### src/hw/rtl/dqne_pkg.sv
// ----------------------------------------------------------------------------
// dqne_pkg
// Offsets, codes and helper functions shared by the query-name extractor.
// ----------------------------------------------------------------------------
package dqne_pkg;

	localparam int OFS_PROTO   = 23;
	localparam int OFS_SRC     = 26;
	localparam int OFS_DST     = 30;
	localparam int OFS_SPORT   = 34;
	localparam int OFS_DPORT   = 36;
	localparam int OFS_PAYLOAD = 42;
	localparam int OFS_FLAGS   = 45;
	localparam int OFS_NAME    = 54;

	localparam int RESULT_W = 12;
	localparam int ADDR_W   = 2;
	localparam int DATA_W   = 32;

	localparam logic [ADDR_W-1:0] ADDR_SERVICE_PORT = 2'd0;

	localparam logic [7:0]  RESERVED_MASK = 8'h70;
	localparam logic [15:0] DEFAULT_PORT  = 16'd53;
	localparam logic [7:0]  PROTO_UDP     = 8'd17;
	localparam logic [7:0]  PROTO_TCP     = 8'd6;
	localparam logic [7:0]  DOT_CHAR      = 8'd46;

	// Which header field, if any, a byte belongs to.
	typedef enum logic [2:0] {
		CLS_NONE,
		CLS_PROTO,
		CLS_SRC,
		CLS_DST,
		CLS_SPORT,
		CLS_DPORT,
		CLS_FLAGS,
		CLS_NAME
	} cls_t;

	// Classification handed from the front end to the back end with each byte.
	typedef struct packed {
		cls_t       cls;
		logic [1:0] lane;
		logic       name_head;
		logic       live;
		logic       payload;
		logic       last;
	} front_ctl_t;

	function automatic logic [7:0] to_lower(input logic [7:0] b);
		logic [7:0] r;
		r = b;
		if (b >= 8'd65 && b <= 8'd90) begin
			r = b + 8'd32;
		end
		return r;
	endfunction

endpackage

### src/hw/rtl/dns_query_name_extractor_core.sv
// ----------------------------------------------------------------------------
// dns_query_name_extractor_core
// DNS query-name extractor for captured Ethernet/IPv4/UDP or TCP frames.
// ----------------------------------------------------------------------------
// Usage: frame bytes enter on the request channel (data_valid/data_ready,
// data_byte, last_byte), starting at the Ethernet header, with last_byte set
// on the final byte. Each request yields exactly one result on the result
// channel (result_valid/result_ready): the byte itself, payload and name
// flags and the lowercase dotted name character. The result of the last
// byte also carries the packet verdict: DNS port match, name validity, the
// name or payload length and the IPv4 addresses.
// An accepted request is written into the queue, moves on into the result
// register once that is free, and is then offered on result_valid. One
// request is taken every cycle while results are drained. When the receiver
// stalls, the block holds up to three requests (one in the result register,
// two in the queue) and then drops data_ready; it rises again the cycle
// after the next result is taken, and nothing is lost or repeated.
// Reset clears the byte offset and all per-packet state and sets
// service_port to 53. The APB port holds the one register, service_port,
// at address 0; it should be written only while the block is idle.
module dns_query_name_extractor_core #(
	parameter int MAX_PACKET = 2048
) (
	input  logic                                clk,
	input  logic                                arst_n,
	// APB configuration port
	input  logic                                psel,
	input  logic                                penable,
	input  logic                                pwrite,
	input  logic [dqne_pkg::ADDR_W-1:0]         paddr,
	input  logic [dqne_pkg::DATA_W-1:0]         pwdata,
	output logic [dqne_pkg::DATA_W-1:0]         prdata,
	output logic                                pready,
	// Request channel
	input  logic                                data_valid,
	output logic                                data_ready,
	input  logic [7:0]                          data_byte,
	input  logic                                last_byte,
	// Result channel
	output logic                                result_valid,
	input  logic                                result_ready,
	output logic [7:0]                          raw_byte,
	output logic                                in_payload,
	output logic                                in_name,
	output logic [7:0]                          name_char,
	output logic                                packet_end,
	output logic                                is_dns,
	output logic                                name_ok,
	output logic [dqne_pkg::RESULT_W-1:0]       result_length,
	output logic [31:0]                         source_address,
	output logic [31:0]                         destination_address
);

	// The offset counter must hold MAX_PACKET itself, where it saturates.
	localparam int OFS_W   = $clog2(MAX_PACKET + 1);
	localparam int CTL_W   = $bits(dqne_pkg::front_ctl_t);
	localparam int ENTRY_W = CTL_W + 8 + OFS_W;

	logic [15:0]          service_port_q;
	logic                 cfg_write;

	logic                 push;
	logic                 pop;
	logic                 queue_full;
	logic                 queue_empty;
	logic [OFS_W-1:0]     front_offset;
	dqne_pkg::front_ctl_t front_ctl;
	logic [ENTRY_W-1:0]   wr_entry;
	logic [ENTRY_W-1:0]   rd_entry;
	dqne_pkg::front_ctl_t back_ctl;
	logic [7:0]           back_byte;
	logic [OFS_W-1:0]     back_offset;

	// Configuration register. Writes complete in the APB access phase.
	assign pready    = 1'b1;
	assign cfg_write = psel && penable && pwrite && pready
		&& (paddr == dqne_pkg::ADDR_SERVICE_PORT);
	assign prdata    = (paddr == dqne_pkg::ADDR_SERVICE_PORT)
		? {{(dqne_pkg::DATA_W-16){1'b0}}, service_port_q} : '0;

	always_ff @(posedge clk or negedge arst_n) begin
		if (!arst_n) begin
			service_port_q <= dqne_pkg::DEFAULT_PORT;
		end else if (cfg_write) begin
			service_port_q <= pwdata[15:0];
		end
	end

	// Front end: offset tracking and field classification.
	dqne_front #(
		.MAX_PACKET(MAX_PACKET),
		.OFS_W     (OFS_W)
	) u_front (
		.clk       (clk),
		.arst_n    (arst_n),
		.data_valid(data_valid),
		.data_ready(data_ready),
		.last_byte (last_byte),
		.queue_full(queue_full),
		.push      (push),
		.offset    (front_offset),
		.ctl       (front_ctl)
	);

	assign wr_entry = {front_ctl, data_byte, front_offset};

	dqne_queue #(
		.WIDTH(ENTRY_W),
		.DEPTH(2)
	) u_queue (
		.clk   (clk),
		.arst_n(arst_n),
		.push  (push),
		.wdata (wr_entry),
		.pop   (pop),
		.rdata (rd_entry),
		.empty (queue_empty),
		.full  (queue_full)
	);

	assign back_ctl    = dqne_pkg::front_ctl_t'(rd_entry[ENTRY_W-1 -: CTL_W]);
	assign back_byte   = rd_entry[OFS_W +: 8];
	assign back_offset = rd_entry[OFS_W-1:0];

	// Back end: field capture, label walk and result register.
	dqne_back #(
		.MAX_PACKET(MAX_PACKET),
		.OFS_W     (OFS_W)
	) u_back (
		.clk                (clk),
		.arst_n             (arst_n),
		.service_port       (service_port_q),
		.queue_empty        (queue_empty),
		.pop                (pop),
		.entry_byte         (back_byte),
		.entry_offset       (back_offset),
		.entry_ctl          (back_ctl),
		.result_valid       (result_valid),
		.result_ready       (result_ready),
		.raw_byte           (raw_byte),
		.in_payload         (in_payload),
		.in_name            (in_name),
		.name_char          (name_char),
		.packet_end         (packet_end),
		.is_dns             (is_dns),
		.name_ok            (name_ok),
		.result_length      (result_length),
		.source_address     (source_address),
		.destination_address(destination_address)
	);

endmodule

### src/hw/rtl/dqne_queue.sv
// ----------------------------------------------------------------------------
// dqne_queue
// Small register FIFO between the classifying front end and the back end.
// ----------------------------------------------------------------------------
module dqne_queue #(
	parameter int WIDTH = 8,
	parameter int DEPTH = 2
) (
	input  logic             clk,
	input  logic             arst_n,
	input  logic             push,
	input  logic [WIDTH-1:0] wdata,
	input  logic             pop,
	output logic [WIDTH-1:0] rdata,
	output logic             empty,
	output logic             full
);

	localparam int PTR_W = (DEPTH > 1) ? $clog2(DEPTH) : 1;
	localparam int CNT_W = $clog2(DEPTH + 1);

	logic [WIDTH-1:0] mem_q [DEPTH];
	logic [PTR_W-1:0] wr_ptr_q;
	logic [PTR_W-1:0] rd_ptr_q;
	logic [CNT_W-1:0] count_q;

	assign empty = (count_q == '0);
	assign full  = (count_q == CNT_W'(DEPTH));
	assign rdata = mem_q[rd_ptr_q];

	always_ff @(posedge clk) begin
		if (push) begin
			mem_q[wr_ptr_q] <= wdata;
		end
	end

	always_ff @(posedge clk or negedge arst_n) begin
		if (!arst_n) begin
			wr_ptr_q <= '0;
			rd_ptr_q <= '0;
			count_q  <= '0;
		end else begin
			if (push) begin
				wr_ptr_q <= (wr_ptr_q == PTR_W'(DEPTH - 1)) ? '0 : wr_ptr_q + 1'b1;
			end
			if (pop) begin
				rd_ptr_q <= (rd_ptr_q == PTR_W'(DEPTH - 1)) ? '0 : rd_ptr_q + 1'b1;
			end
			if (push && !pop) begin
				count_q <= count_q + 1'b1;
			end else if (pop && !push) begin
				count_q <= count_q - 1'b1;
			end
		end
	end

endmodule

### src/hw/rtl/dqne_front.sv
// ----------------------------------------------------------------------------
// dqne_front
// Accepts frame bytes, tracks the byte offset and tags each byte with the
// header field it belongs to.
// ----------------------------------------------------------------------------
module dqne_front #(
	parameter int MAX_PACKET = 2048,
	parameter int OFS_W      = 12
) (
	input  logic                clk,
	input  logic                arst_n,
	input  logic                data_valid,
	output logic                data_ready,
	input  logic                last_byte,
	input  logic                queue_full,
	output logic                push,
	output logic [OFS_W-1:0]    offset,
	output dqne_pkg::front_ctl_t ctl
);

	logic [OFS_W-1:0] off_q;
	logic [OFS_W-1:0] rel_src;
	logic [OFS_W-1:0] rel_dst;
	logic             live;

	assign data_ready = !queue_full;
	assign push       = data_valid && data_ready;
	assign offset     = off_q;

	// Past the size limit the offset saturates and bytes are only passed on.
	assign live    = (off_q < OFS_W'(MAX_PACKET));
	assign rel_src = off_q - OFS_W'(dqne_pkg::OFS_SRC);
	assign rel_dst = off_q - OFS_W'(dqne_pkg::OFS_DST);

	always_comb begin
		ctl            = '0;
		ctl.live       = live;
		ctl.last       = last_byte;
		ctl.payload    = (off_q >= OFS_W'(dqne_pkg::OFS_PAYLOAD));
		ctl.name_head  = (off_q == OFS_W'(dqne_pkg::OFS_NAME));
		ctl.cls        = dqne_pkg::CLS_NONE;
		ctl.lane       = rel_src[1:0];
		if (off_q == OFS_W'(dqne_pkg::OFS_PROTO)) begin
			ctl.cls = dqne_pkg::CLS_PROTO;
		end else if (off_q >= OFS_W'(dqne_pkg::OFS_SRC)
				&& off_q < OFS_W'(dqne_pkg::OFS_SRC + 4)) begin
			ctl.cls = dqne_pkg::CLS_SRC;
		end else if (off_q >= OFS_W'(dqne_pkg::OFS_DST)
				&& off_q < OFS_W'(dqne_pkg::OFS_DST + 4)) begin
			ctl.cls  = dqne_pkg::CLS_DST;
			ctl.lane = rel_dst[1:0];
		end else if (off_q == OFS_W'(dqne_pkg::OFS_SPORT)
				|| off_q == OFS_W'(dqne_pkg::OFS_SPORT + 1)) begin
			ctl.cls = dqne_pkg::CLS_SPORT;
		end else if (off_q == OFS_W'(dqne_pkg::OFS_DPORT)
				|| off_q == OFS_W'(dqne_pkg::OFS_DPORT + 1)) begin
			ctl.cls = dqne_pkg::CLS_DPORT;
		end else if (off_q == OFS_W'(dqne_pkg::OFS_FLAGS)) begin
			ctl.cls = dqne_pkg::CLS_FLAGS;
		end else if (off_q >= OFS_W'(dqne_pkg::OFS_NAME)) begin
			ctl.cls = dqne_pkg::CLS_NAME;
		end
	end

	always_ff @(posedge clk or negedge arst_n) begin
		if (!arst_n) begin
			off_q <= '0;
		end else if (push) begin
			if (last_byte) begin
				off_q <= '0;
			end else if (live) begin
				off_q <= off_q + 1'b1;
			end
		end
	end

endmodule

### src/hw/rtl/dqne_back.sv
// ----------------------------------------------------------------------------
// dqne_back
// Captures header fields, walks the DNS name labels and registers one result
// per byte, with the packet verdict on the last byte.
// ----------------------------------------------------------------------------
module dqne_back #(
	parameter int MAX_PACKET = 2048,
	parameter int OFS_W      = 12
) (
	input  logic                                clk,
	input  logic                                arst_n,
	input  logic [15:0]                         service_port,
	input  logic                                queue_empty,
	output logic                                pop,
	input  logic [7:0]                          entry_byte,
	input  logic [OFS_W-1:0]                    entry_offset,
	input  dqne_pkg::front_ctl_t                entry_ctl,
	output logic                                result_valid,
	input  logic                                result_ready,
	output logic [7:0]                          raw_byte,
	output logic                                in_payload,
	output logic                                in_name,
	output logic [7:0]                          name_char,
	output logic                                packet_end,
	output logic                                is_dns,
	output logic                                name_ok,
	output logic [dqne_pkg::RESULT_W-1:0]       result_length,
	output logic [31:0]                         source_address,
	output logic [31:0]                         destination_address
);

	localparam int NLO_W = $clog2(MAX_PACKET + 257);
	localparam int RW    = dqne_pkg::RESULT_W;

	typedef enum logic [1:0] {
		WALKING,
		FOUND,
		STOPPED
	} phase_t;

	phase_t           phase_q,    phase_d;
	logic [NLO_W-1:0] nlo_q,      nlo_d;
	logic             reserved_q, reserved_d;
	logic [7:0]       proto_q,    proto_d;
	logic [15:0]      sport_q,    sport_d;
	logic [15:0]      dport_q,    dport_d;
	logic [31:0]      src_q,      src_d;
	logic [31:0]      dst_q,      dst_d;
	logic [RW-1:0]    nlen_q,     nlen_d;

	logic             in_name_d;
	logic [7:0]       ch_d;
	logic [OFS_W-1:0] count;
	logic [RW-1:0]    len_d;
	logic             dns_d;
	logic             valid_q;

	logic [7:0]       b;
	logic [OFS_W-1:0] off;

	assign b   = entry_byte;
	assign off = entry_offset;

	assign pop          = !queue_empty && (!valid_q || result_ready);
	assign result_valid = valid_q;

	always_comb begin
		phase_d    = phase_q;
		nlo_d      = nlo_q;
		reserved_d = reserved_q;
		proto_d    = proto_q;
		sport_d    = sport_q;
		dport_d    = dport_q;
		src_d      = src_q;
		dst_d      = dst_q;
		nlen_d     = nlen_q;
		in_name_d  = 1'b0;
		ch_d       = '0;
		if (entry_ctl.live) begin
			case (entry_ctl.cls)
				dqne_pkg::CLS_PROTO: proto_d = b;
				dqne_pkg::CLS_SRC:   src_d[8*entry_ctl.lane +: 8] = b;
				dqne_pkg::CLS_DST:   dst_d[8*entry_ctl.lane +: 8] = b;
				dqne_pkg::CLS_SPORT: sport_d = {sport_q[7:0], b};
				dqne_pkg::CLS_DPORT: dport_d = {dport_q[7:0], b};
				dqne_pkg::CLS_FLAGS: reserved_d = |(b & dqne_pkg::RESERVED_MASK);
				dqne_pkg::CLS_NAME: begin
					if (phase_q == WALKING && !reserved_q) begin
						if (NLO_W'(off) == nlo_q) begin
							// Label length byte, or the terminator.
							if (b == 8'd0) begin
								if (entry_ctl.name_head) begin
									phase_d = STOPPED;
								end else begin
									phase_d = FOUND;
									nlen_d  = RW'(off - OFS_W'(dqne_pkg::OFS_NAME));
								end
							end else begin
								nlo_d = NLO_W'(off) + NLO_W'(b) + NLO_W'(1);
								if (!entry_ctl.name_head) begin
									in_name_d = 1'b1;
									ch_d      = dqne_pkg::DOT_CHAR;
								end
							end
						end else begin
							in_name_d = 1'b1;
							ch_d      = dqne_pkg::to_lower(b);
						end
					end
				end
				default: ;
			endcase
		end

		count = entry_ctl.live ? OFS_W'(off + 1'b1) : OFS_W'(MAX_PACKET);
		len_d = '0;
		if (phase_d == FOUND) begin
			len_d = nlen_d;
		end else if (count > OFS_W'(dqne_pkg::OFS_PAYLOAD)) begin
			len_d = RW'(count - OFS_W'(dqne_pkg::OFS_PAYLOAD));
		end
		dns_d = (proto_d == dqne_pkg::PROTO_UDP || proto_d == dqne_pkg::PROTO_TCP)
			&& (sport_d == service_port || dport_d == service_port);
	end

	always_ff @(posedge clk or negedge arst_n) begin
		if (!arst_n) begin
			valid_q    <= 1'b0;
			phase_q    <= WALKING;
			nlo_q      <= NLO_W'(dqne_pkg::OFS_NAME);
			reserved_q <= 1'b0;
			proto_q    <= '0;
			sport_q    <= '0;
			dport_q    <= '0;
			src_q      <= '0;
			dst_q      <= '0;
			nlen_q     <= '0;
		end else begin
			if (pop) begin
				valid_q <= 1'b1;
				if (entry_ctl.last) begin
					phase_q    <= WALKING;
					nlo_q      <= NLO_W'(dqne_pkg::OFS_NAME);
					reserved_q <= 1'b0;
					proto_q    <= '0;
					sport_q    <= '0;
					dport_q    <= '0;
					src_q      <= '0;
					dst_q      <= '0;
					nlen_q     <= '0;
				end else begin
					phase_q    <= phase_d;
					nlo_q      <= nlo_d;
					reserved_q <= reserved_d;
					proto_q    <= proto_d;
					sport_q    <= sport_d;
					dport_q    <= dport_d;
					src_q      <= src_d;
					dst_q      <= dst_d;
					nlen_q     <= nlen_d;
				end
			end else if (result_ready) begin
				valid_q <= 1'b0;
			end
		end
	end

	always_ff @(posedge clk) begin
		if (pop) begin
			raw_byte            <= b;
			in_payload          <= entry_ctl.payload;
			in_name             <= in_name_d;
			name_char           <= ch_d;
			packet_end          <= entry_ctl.last;
			is_dns              <= entry_ctl.last && dns_d;
			name_ok             <= entry_ctl.last && (phase_d == FOUND);
			result_length       <= entry_ctl.last ? len_d : '0;
			source_address      <= entry_ctl.last ? src_d : '0;
			destination_address <= entry_ctl.last ? dst_d : '0;
		end
	end

endmodule

### config.mk
export PLATFORM = sky130hd
export DESIGN_NAME = dns_query_name_extractor_core
export DESIGN_NICKNAME = d
export VERILOG_FILES = /design/src/hw/rtl/dqne_pkg.sv /design/src/hw/rtl/dns_query_name_extractor_core.sv /design/src/hw/rtl/dqne_queue.sv /design/src/hw/rtl/dqne_front.sv /design/src/hw/rtl/dqne_back.sv
export SDC_FILE = /design/constraint.sdc
export NUM_CORES = 1
export LEC_CHECK = 0
export BUFFER_PORTS_ARGS = -buffer_cell sky130_fd_sc_hd__buf_2
export CAP_MARGIN = 20
export CORE_MARGIN = 2
export CORE_UTILIZATION = 55
export CTS_BUF_LIST = sky130_fd_sc_hd__clkbuf_4
export CTS_CLUSTER_DIAMETER = 40
export DETAILED_ROUTE_END_ITERATION = 6
export PLACE_DENSITY = 0.79
export SLEW_MARGIN = 15
export SYNTH_ARGS = -nofsm -noshare
export SYNTH_HDL_FRONTEND = slang
export SYNTH_HIERARCHICAL = 1
export SYNTH_SLANG_ARGS = --single-unit
export TNS_END_PERCENT = 30
### constraint.sdc
create_clock -name clk -period 4.9 [get_ports clk]
set_clock_uncertainty 0.2 [all_clocks]
set_input_delay 0.49 -clock clk [delete_from_list [all_inputs] [get_ports clk]]
set_output_delay 0.49 -clock clk [all_outputs]
set_load 0.02 [all_outputs]
Word level (Yosys, flattened, before mapping) --
Memory sizes are Yosys's and may differ from the RTL's. Cells that the tools add are included.
Word-level totals: bits in registers 261, input port bits 50, output and inout bits 132, memory bits (writable) 58, logic and storage cells 187, memories kept 1
Cells by class: shift operators 2, $add $sub $neg 14, muxes and demuxes 71, reductions and logical operators 42, $lt $le $gt $ge 10, equality and inequality tests 22
Memories:
- u_queue.mem_q | depth 2, bits a word 29, rd ports 1, clocked after Yosys merged registers in 0, wr ports 1, line dqne_queue.sv:22 | logic [WIDTH-1:0] mem_q [DEPTH];
Operators with widths (count):
- 12-bit 2-to-1 mux | 18
- 32-bit 2-to-1 mux | 6
- 16-bit 2-to-1 mux | 7
- 12-bit by 6-bit == test with 1-bit output (second input constant) | 6
- 32-bit bitwise mux | 2
- 8-bit 2-to-1 mux | 6
- 12-bit by 1-bit adder with 12-bit output (second input constant) | 3
- 5-bit negation with 34-bit output | 1
- 8-bit by 34-bit variable shift with 32-bit output (first input constant) | 1
- 8-bit by 34-bit indexed part select with 32-bit output | 1
- 16-bit == test | 2
- 12-bit by 5-bit greater-or-equal comparator with 1-bit output (second input constant) | 2
- 12-bit by 6-bit greater-or-equal comparator with 1-bit output (second input constant) | 2
- 2-bit 2-to-1 mux | 12
- 12-bit by 6-bit subtractor with 12-bit output (second input constant) | 2
- 3-bit 2-to-1 mux | 7
- 2-bit nonzero test | 8
- 1-bit logical AND | 14
- 12-bit by 8-bit adder with 12-bit output | 1
- 12-bit == test | 1
- 12-bit by 5-bit == test with 1-bit output (second input constant) | 1
- 3-bit == test (second input constant) | 4
- 12-bit by 6-bit greater-than comparator with 1-bit output (second input constant) | 1
- 12-bit less-than comparator (second input constant) | 1
- other kinds (26) | 52

Depth between registers and ports, before layout --
An unclocked memory read counts as a cell.
depth in word-level cells 9, depth in mapped cells 14, gate-level depth less buffers 12

Cells and area by module --
The synthesis kept the hierarchy.
By module, submodules not included:
- dqne_back | cells an instance 1239, instances 1, area an instance 12305.6 sq um
- dqne_queue | cells an instance 106, instances 1, area an instance 2397.3 sq um
- dns_query_name_extractor_core | cells an instance 72, instances 1, area an instance 915.9 sq um
- dqne_front | cells an instance 115, instances 1, area an instance 915.9 sq um

Worst setup path after synthesis --
Ideal clock, no wire load.
path kind input port to flip-flop, start input port result_ready, end register u_queue.count_q[1], slack -0.150 ns, data arrival time 4.771 ns, stages on the path 10, required time 4.621 ns, library setup time 0.079 ns, cells stage by stage nand2b_1 -> nand2b_1 -> inv_1 -> clkbuf_1 -> clkbuf_1 -> inv_1 -> ha_1 -> xor2_1 -> nor2_1 -> xor2_1
On the way: longest elaborated chain between the ends 5
Ends and longest elaborated chain:
- from (decl) | line dns_query_name_extractor_core.sv:41 | input logic result_ready,
- 1-bit logical OR (*) | line dqne_back.sv:64 | assign pop = !queue_empty && (!valid_q || result_ready);
- 1-bit logical AND (*) | line dqne_back.sv:64
- via pop | line dns_query_name_extractor_core.sv:63 | logic pop;
- 1-bit logical NOT | line dqne_queue.sv:49 | if (push && !pop) begin
- 1-bit logical AND | line dqne_queue.sv:49
- 2-bit 2-to-1 mux / 2-bit nonzero test (equally long branches)
- to (signal assigned) | line dqne_queue.sv:50 | count_q <= count_q + 1'b1;
- to (signal assigned) | line dqne_queue.sv:52 | count_q <= count_q - 1'b1;
- to (decl) | line dqne_queue.sv:25 | logic [CNT_W-1:0] count_q;
The timed path passes the listed nets; every way through them passes the cells marked *. A chain may end at the register's enable or synchronous reset.

Worst setup path after layout --
start register u_queue.rd_ptr_q, end register u_back/result_length[7] (netlist bit) (data pin)
On the way: longest elaborated chain between the ends 9
Ends and longest elaborated chain:
- from (decl) | line dqne_queue.sv:24 | logic [PTR_W-1:0] rd_ptr_q;
- from (signal assigned) | line dqne_queue.sv:47 | rd_ptr_q <= (rd_ptr_q == PTR_W'(DEPTH - 1)) ? '0 : rd_ptr_q + 1'b1;
- memory 2 x 29 bit (*)
- via rd_entry[14] | line dns_query_name_extractor_core.sv:69 | logic [ENTRY_W-1:0] rd_entry;
- 8-bit logical NOT (*) | line dqne_back.sv:91 | if (b == 8'd0) begin
- 2-bit 2-to-1 mux | line dqne_back.sv:91
- 2-bit 2-to-1 mux | line dqne_back.sv:89 | if (NLO_W'(off) == nlo_q) begin
- 2-bit 2-to-1 mux | line dqne_back.sv:88 | if (phase_q == WALKING && !reserved_q) begin
- 2-bit 2-to-1 mux | line dqne_back.sv:80 | case (entry_ctl.cls)
- 2-bit 2-to-1 mux | line dqne_back.sv:79 | if (entry_ctl.live) begin
- 2-bit by 1-bit == test with 1-bit output | line dqne_back.sv:117 | if (phase_d == FOUND) begin
- 12-bit 2-to-1 mux (*) | line dqne_back.sv:117
- to (signal assigned) | line dqne_back.sv:177 | result_length <= entry_ctl.last ? len_d : '0;
- to (decl) | line dqne_back.sv:27 | output logic [dqne_pkg::RESULT_W-1:0] result_length,
Marks and branches as above.

==> results.ini <==
[status]
status = finished clean

[floorplanning]
die-area_um2 = 31500
die_w_um = 177
start_util_pct = 55.8
core-area_um2 = 29600
io_pins = 182
rows = 63
chipHeight_um = 177

[critical_path]
crit_arrival_ns = 4.45
reg2reg_from = u_queue/rd_ptr_q
crit_chain = buf_4 > mux2_4 > or4_1 > nor2_1 > and4b_1 > buf_4 > mux2i_1 > nor2_1 > a32o_1
required_ns = 5.16
slowest_delay_ns = 0.75
slowest_stage = and4b_1
startpoint_type = flip-flop
critPathKind = flip-flop to flip-flop
endpoint_kind = flip-flop
timing.critical_path.from = u_queue/rd_ptr_q
worstPathMaxFanout = 17

[min_path]
hold_path_class = input pin to flip-flop
hold_start = data_valid

[clock_tree]
cts_buffer_depth = 3
cts_made_buffers = 81
htree_levels = 3
cts_root_buf = clkbuf_4
cts_tree = yes
cts_hold_buf = 27
numClockSinks = 319
clk_latency_ns = 0.73
cts_resized = 0
cts_setup_buffers = 0
cts.clk_slew.worst_paths_ns = 0.07

[synth]
yosys_warnings = 6
synth-seq-cells = 319
synthFlopType = dfrtp_1
syn_inst = 1532
synth-async-reset-ratio_pct = 51.4
synth_cell_types = 81
synth_edf_count = 155
avgSynthCellArea_um2 = 10.8
seq_area_frac_synth_pct = 53.0
synth_area_um2 = 16500

[finish]
syn_to_final_growth_pct = 13.1
n_fill_cell = 2353
fin_nets = 1773
multi_input_comb_area_um2 = 7050
regArea_um2 = 8770
drive_gt1_share_pct = 22.3

[route]
viasPerCell = 5.82
drt-pass1-iter-count = 6
drc = 0
routedWlPerCell_um = 18.2
vias = 12500
ant_nets = 0
wl_mm = 39.1
drt_iter0_markers = 1382

[power]
p_sw_share_pct = 41.1
power.share.clock_pct = 20.5
pwr-share-comb_pct = 43.3
power.density_nw_per_um2 = 623
leakage_nw = 7.81
vdd_drop_max_mv = 0.564
seqPwrFrac_pct = 36.2
switchingPower_mw = 4.79
cellInternalPower_mw = 6.86

[global_routing]
grt_pass1_vias = 12100
grt_max_degree = 98
grt_pass1_wl_mm = 62.7
grt.overflow.total = 0
top_usage_layer = met2
grt_usage_pct = 25.0
grtUsageMet2_pct = 39.9
grt_use_met1_pct = 34.4
antenna_found_initial = 1
grt_use_met3_pct = 4.65

[sta]
fin_crit_ns = 4.20
tns_ns = 0
worstMarginPinSlew_ns = 1.05
max-slew-margin-rel_pct = 29.7
rsz0062_at_grt = false
drv_slew = 0
hold_viol = 0
finalSetupViolCount = 0
fmax_mhz = 238
fin_crit_sh_pct = 85.7
holdWs_ns = 0.0482

[job]
maxCapViolCount = 0

[place]
gp_routability_congestion = 0.877
port-buffer-count = 148
dp_hpwl_mm = 23.9

## final timing paths
path	endpoint	slack (ns)	cells past startpoint
max	u_back/result_length[7]	0.70	9
min	u_front/offset[0]	0.05	4
max reg2reg	u_back/result_length[7]	0.70	9
min reg2reg	u_back/nlo_q[5]	0.28	2
max in group asynchronous	u_back/nlen_q[4]	3.31	3
min in group asynchronous	u_back/dst_q[18]	0.22	2
## synthesized netlist by cell type (22+ instances only)
cell,n,area share (%)
a21oi_1,59,1.8
a22oi_1,56,2.5
and2_1,43,1.6
clkbuf_1,73,1.7
dfrtp_1,156,24
edfxtp_1,155,28
ha_1,22,1.7
inv_1,33,0.75
mux2_4,39,3.5
mux2i_1,32,1.9
nand2_1,216,4.9
nor2_1,63,1.4
o21a_1,46,2.1
o21ai_0,147,4.4
o221a_2,32,2.2
xnor2_1,62,3.3
xor2_1,26,1.4
## layout by cell type, fill, tap and decap left out, types with 7 or more instances in the layout
cell,Yosys,final
nand2b_1,9,8
mux2i_1,32,32
a22oi_1,56,56
clkinv_1,0,18
nand3_1,18,18
nand4_1,10,10
nor2b_1,21,20
o21a_1,46,46
mux2_4,39,39
dlygate4sd3_1,0,27
ha_1,22,22
a21oi_1,59,59
buf_2,15,147
nor2_1,63,63
buf_4,21,16
inv_1,33,32
dfstp_2,8,8
or3_1,7,7
nand2_1,216,216
nor4_1,14,14
xnor2_1,62,62
xor2_1,26,26
conb_1,2,17
and2_1,43,43
nor3_1,21,21
clkbuf_4,0,121
edfxtp_1,155,155
o21ai_0,147,147
dfrtp_1,156,155
a22o_1,11,11
o221a_2,32,32
## routing by layer
layer	wire length [um]	share of wire [%]
met1	16700	43
met2	18500	47
met3	3150	8.0
met4	811	2.1
met5	0	0
## layout make-up
class / count / share of cell area (%)
Clock buffer: 121 / 4.86
Clock inverter: 27 / 1.04
Tap cell: 390 / 2.61
Antenna cell: 1 / 0.0134
Multi-Input combinational cell: 1071 / 37.7
Inverter: 34 / 0.696
Sequential cell: 319 / 46.9
Timing Repair Buffer: 193 / 6.21
## logic make-up after synthesis
family	share of synthesized area (%)
AND/OR/NAND/NOR	13.3
adder cells (fa/ha/maj)	1.79
multiplexers	6.16
AO/OA/AOI/OAI	16.3
other	0.0454
XOR/XNOR	4.66
flip-flops	53.0
buffers and inverters	4.71
## registers in the layout (all words and copies together), names as in the netlist, 2 cells and up
register,count
u_back/name_char,8
u_back/dst_q,32
u_queue/mem_q,58
u_back/nlo_q,12
u_back/nlen_q,12
u_back/source_address,32
u_back/phase_q,2
u_back/src_q,32
u_back/destination_address,32
u_back/result_length,12
u_queue/count_q,2
u_back/dport_q,16
service_port_q,16
u_back/raw_byte,8
u_back/sport_q,16
u_back/proto_q,8
u_front/offset,12
## metrics by stage
step | power (mW) | cells | util (%) | worst slack [ns] | cell area, um2
floorplan | 7.92 | 1547 | - | 1.44 | 16600
global placement | 9.03 | 1978 | 58.4 | 0.799 | 17300
detailed placement | 9.19 | 1978 | 58.4 | 0.744 | 17300
CTS | 11.6 | 2153 | 63.1 | 0.737 | 18700
global route | 12.4 | 2156 | 63.1 | 0.492 | 18700
finish | 11.7 | 2156 | 63.1 | 0.702 | 18700
## power by group through the flow
stage	combinational, mW	sequential (mW)	clock (mW)
after floorplan	3.36	4.56	0
after global placement	4.81	4.22	0
after detailed placement	4.93	4.26	0
after CTS	4.97	4.22	2.43
after global routing	5.48	4.30	2.58
final	5.04	4.22	2.39
## critical path, delay by kind of cell (launching register included)
kind	cells	cell delay, ns
flip-flops	1	0.61
AO/OA/AOI/OAI	1	0.22
AND/OR/NAND/NOR	4	1.59
buffers and inverters	2	0.59
multiplexers	2	0.71
Power figures use the tool's default switching activity.
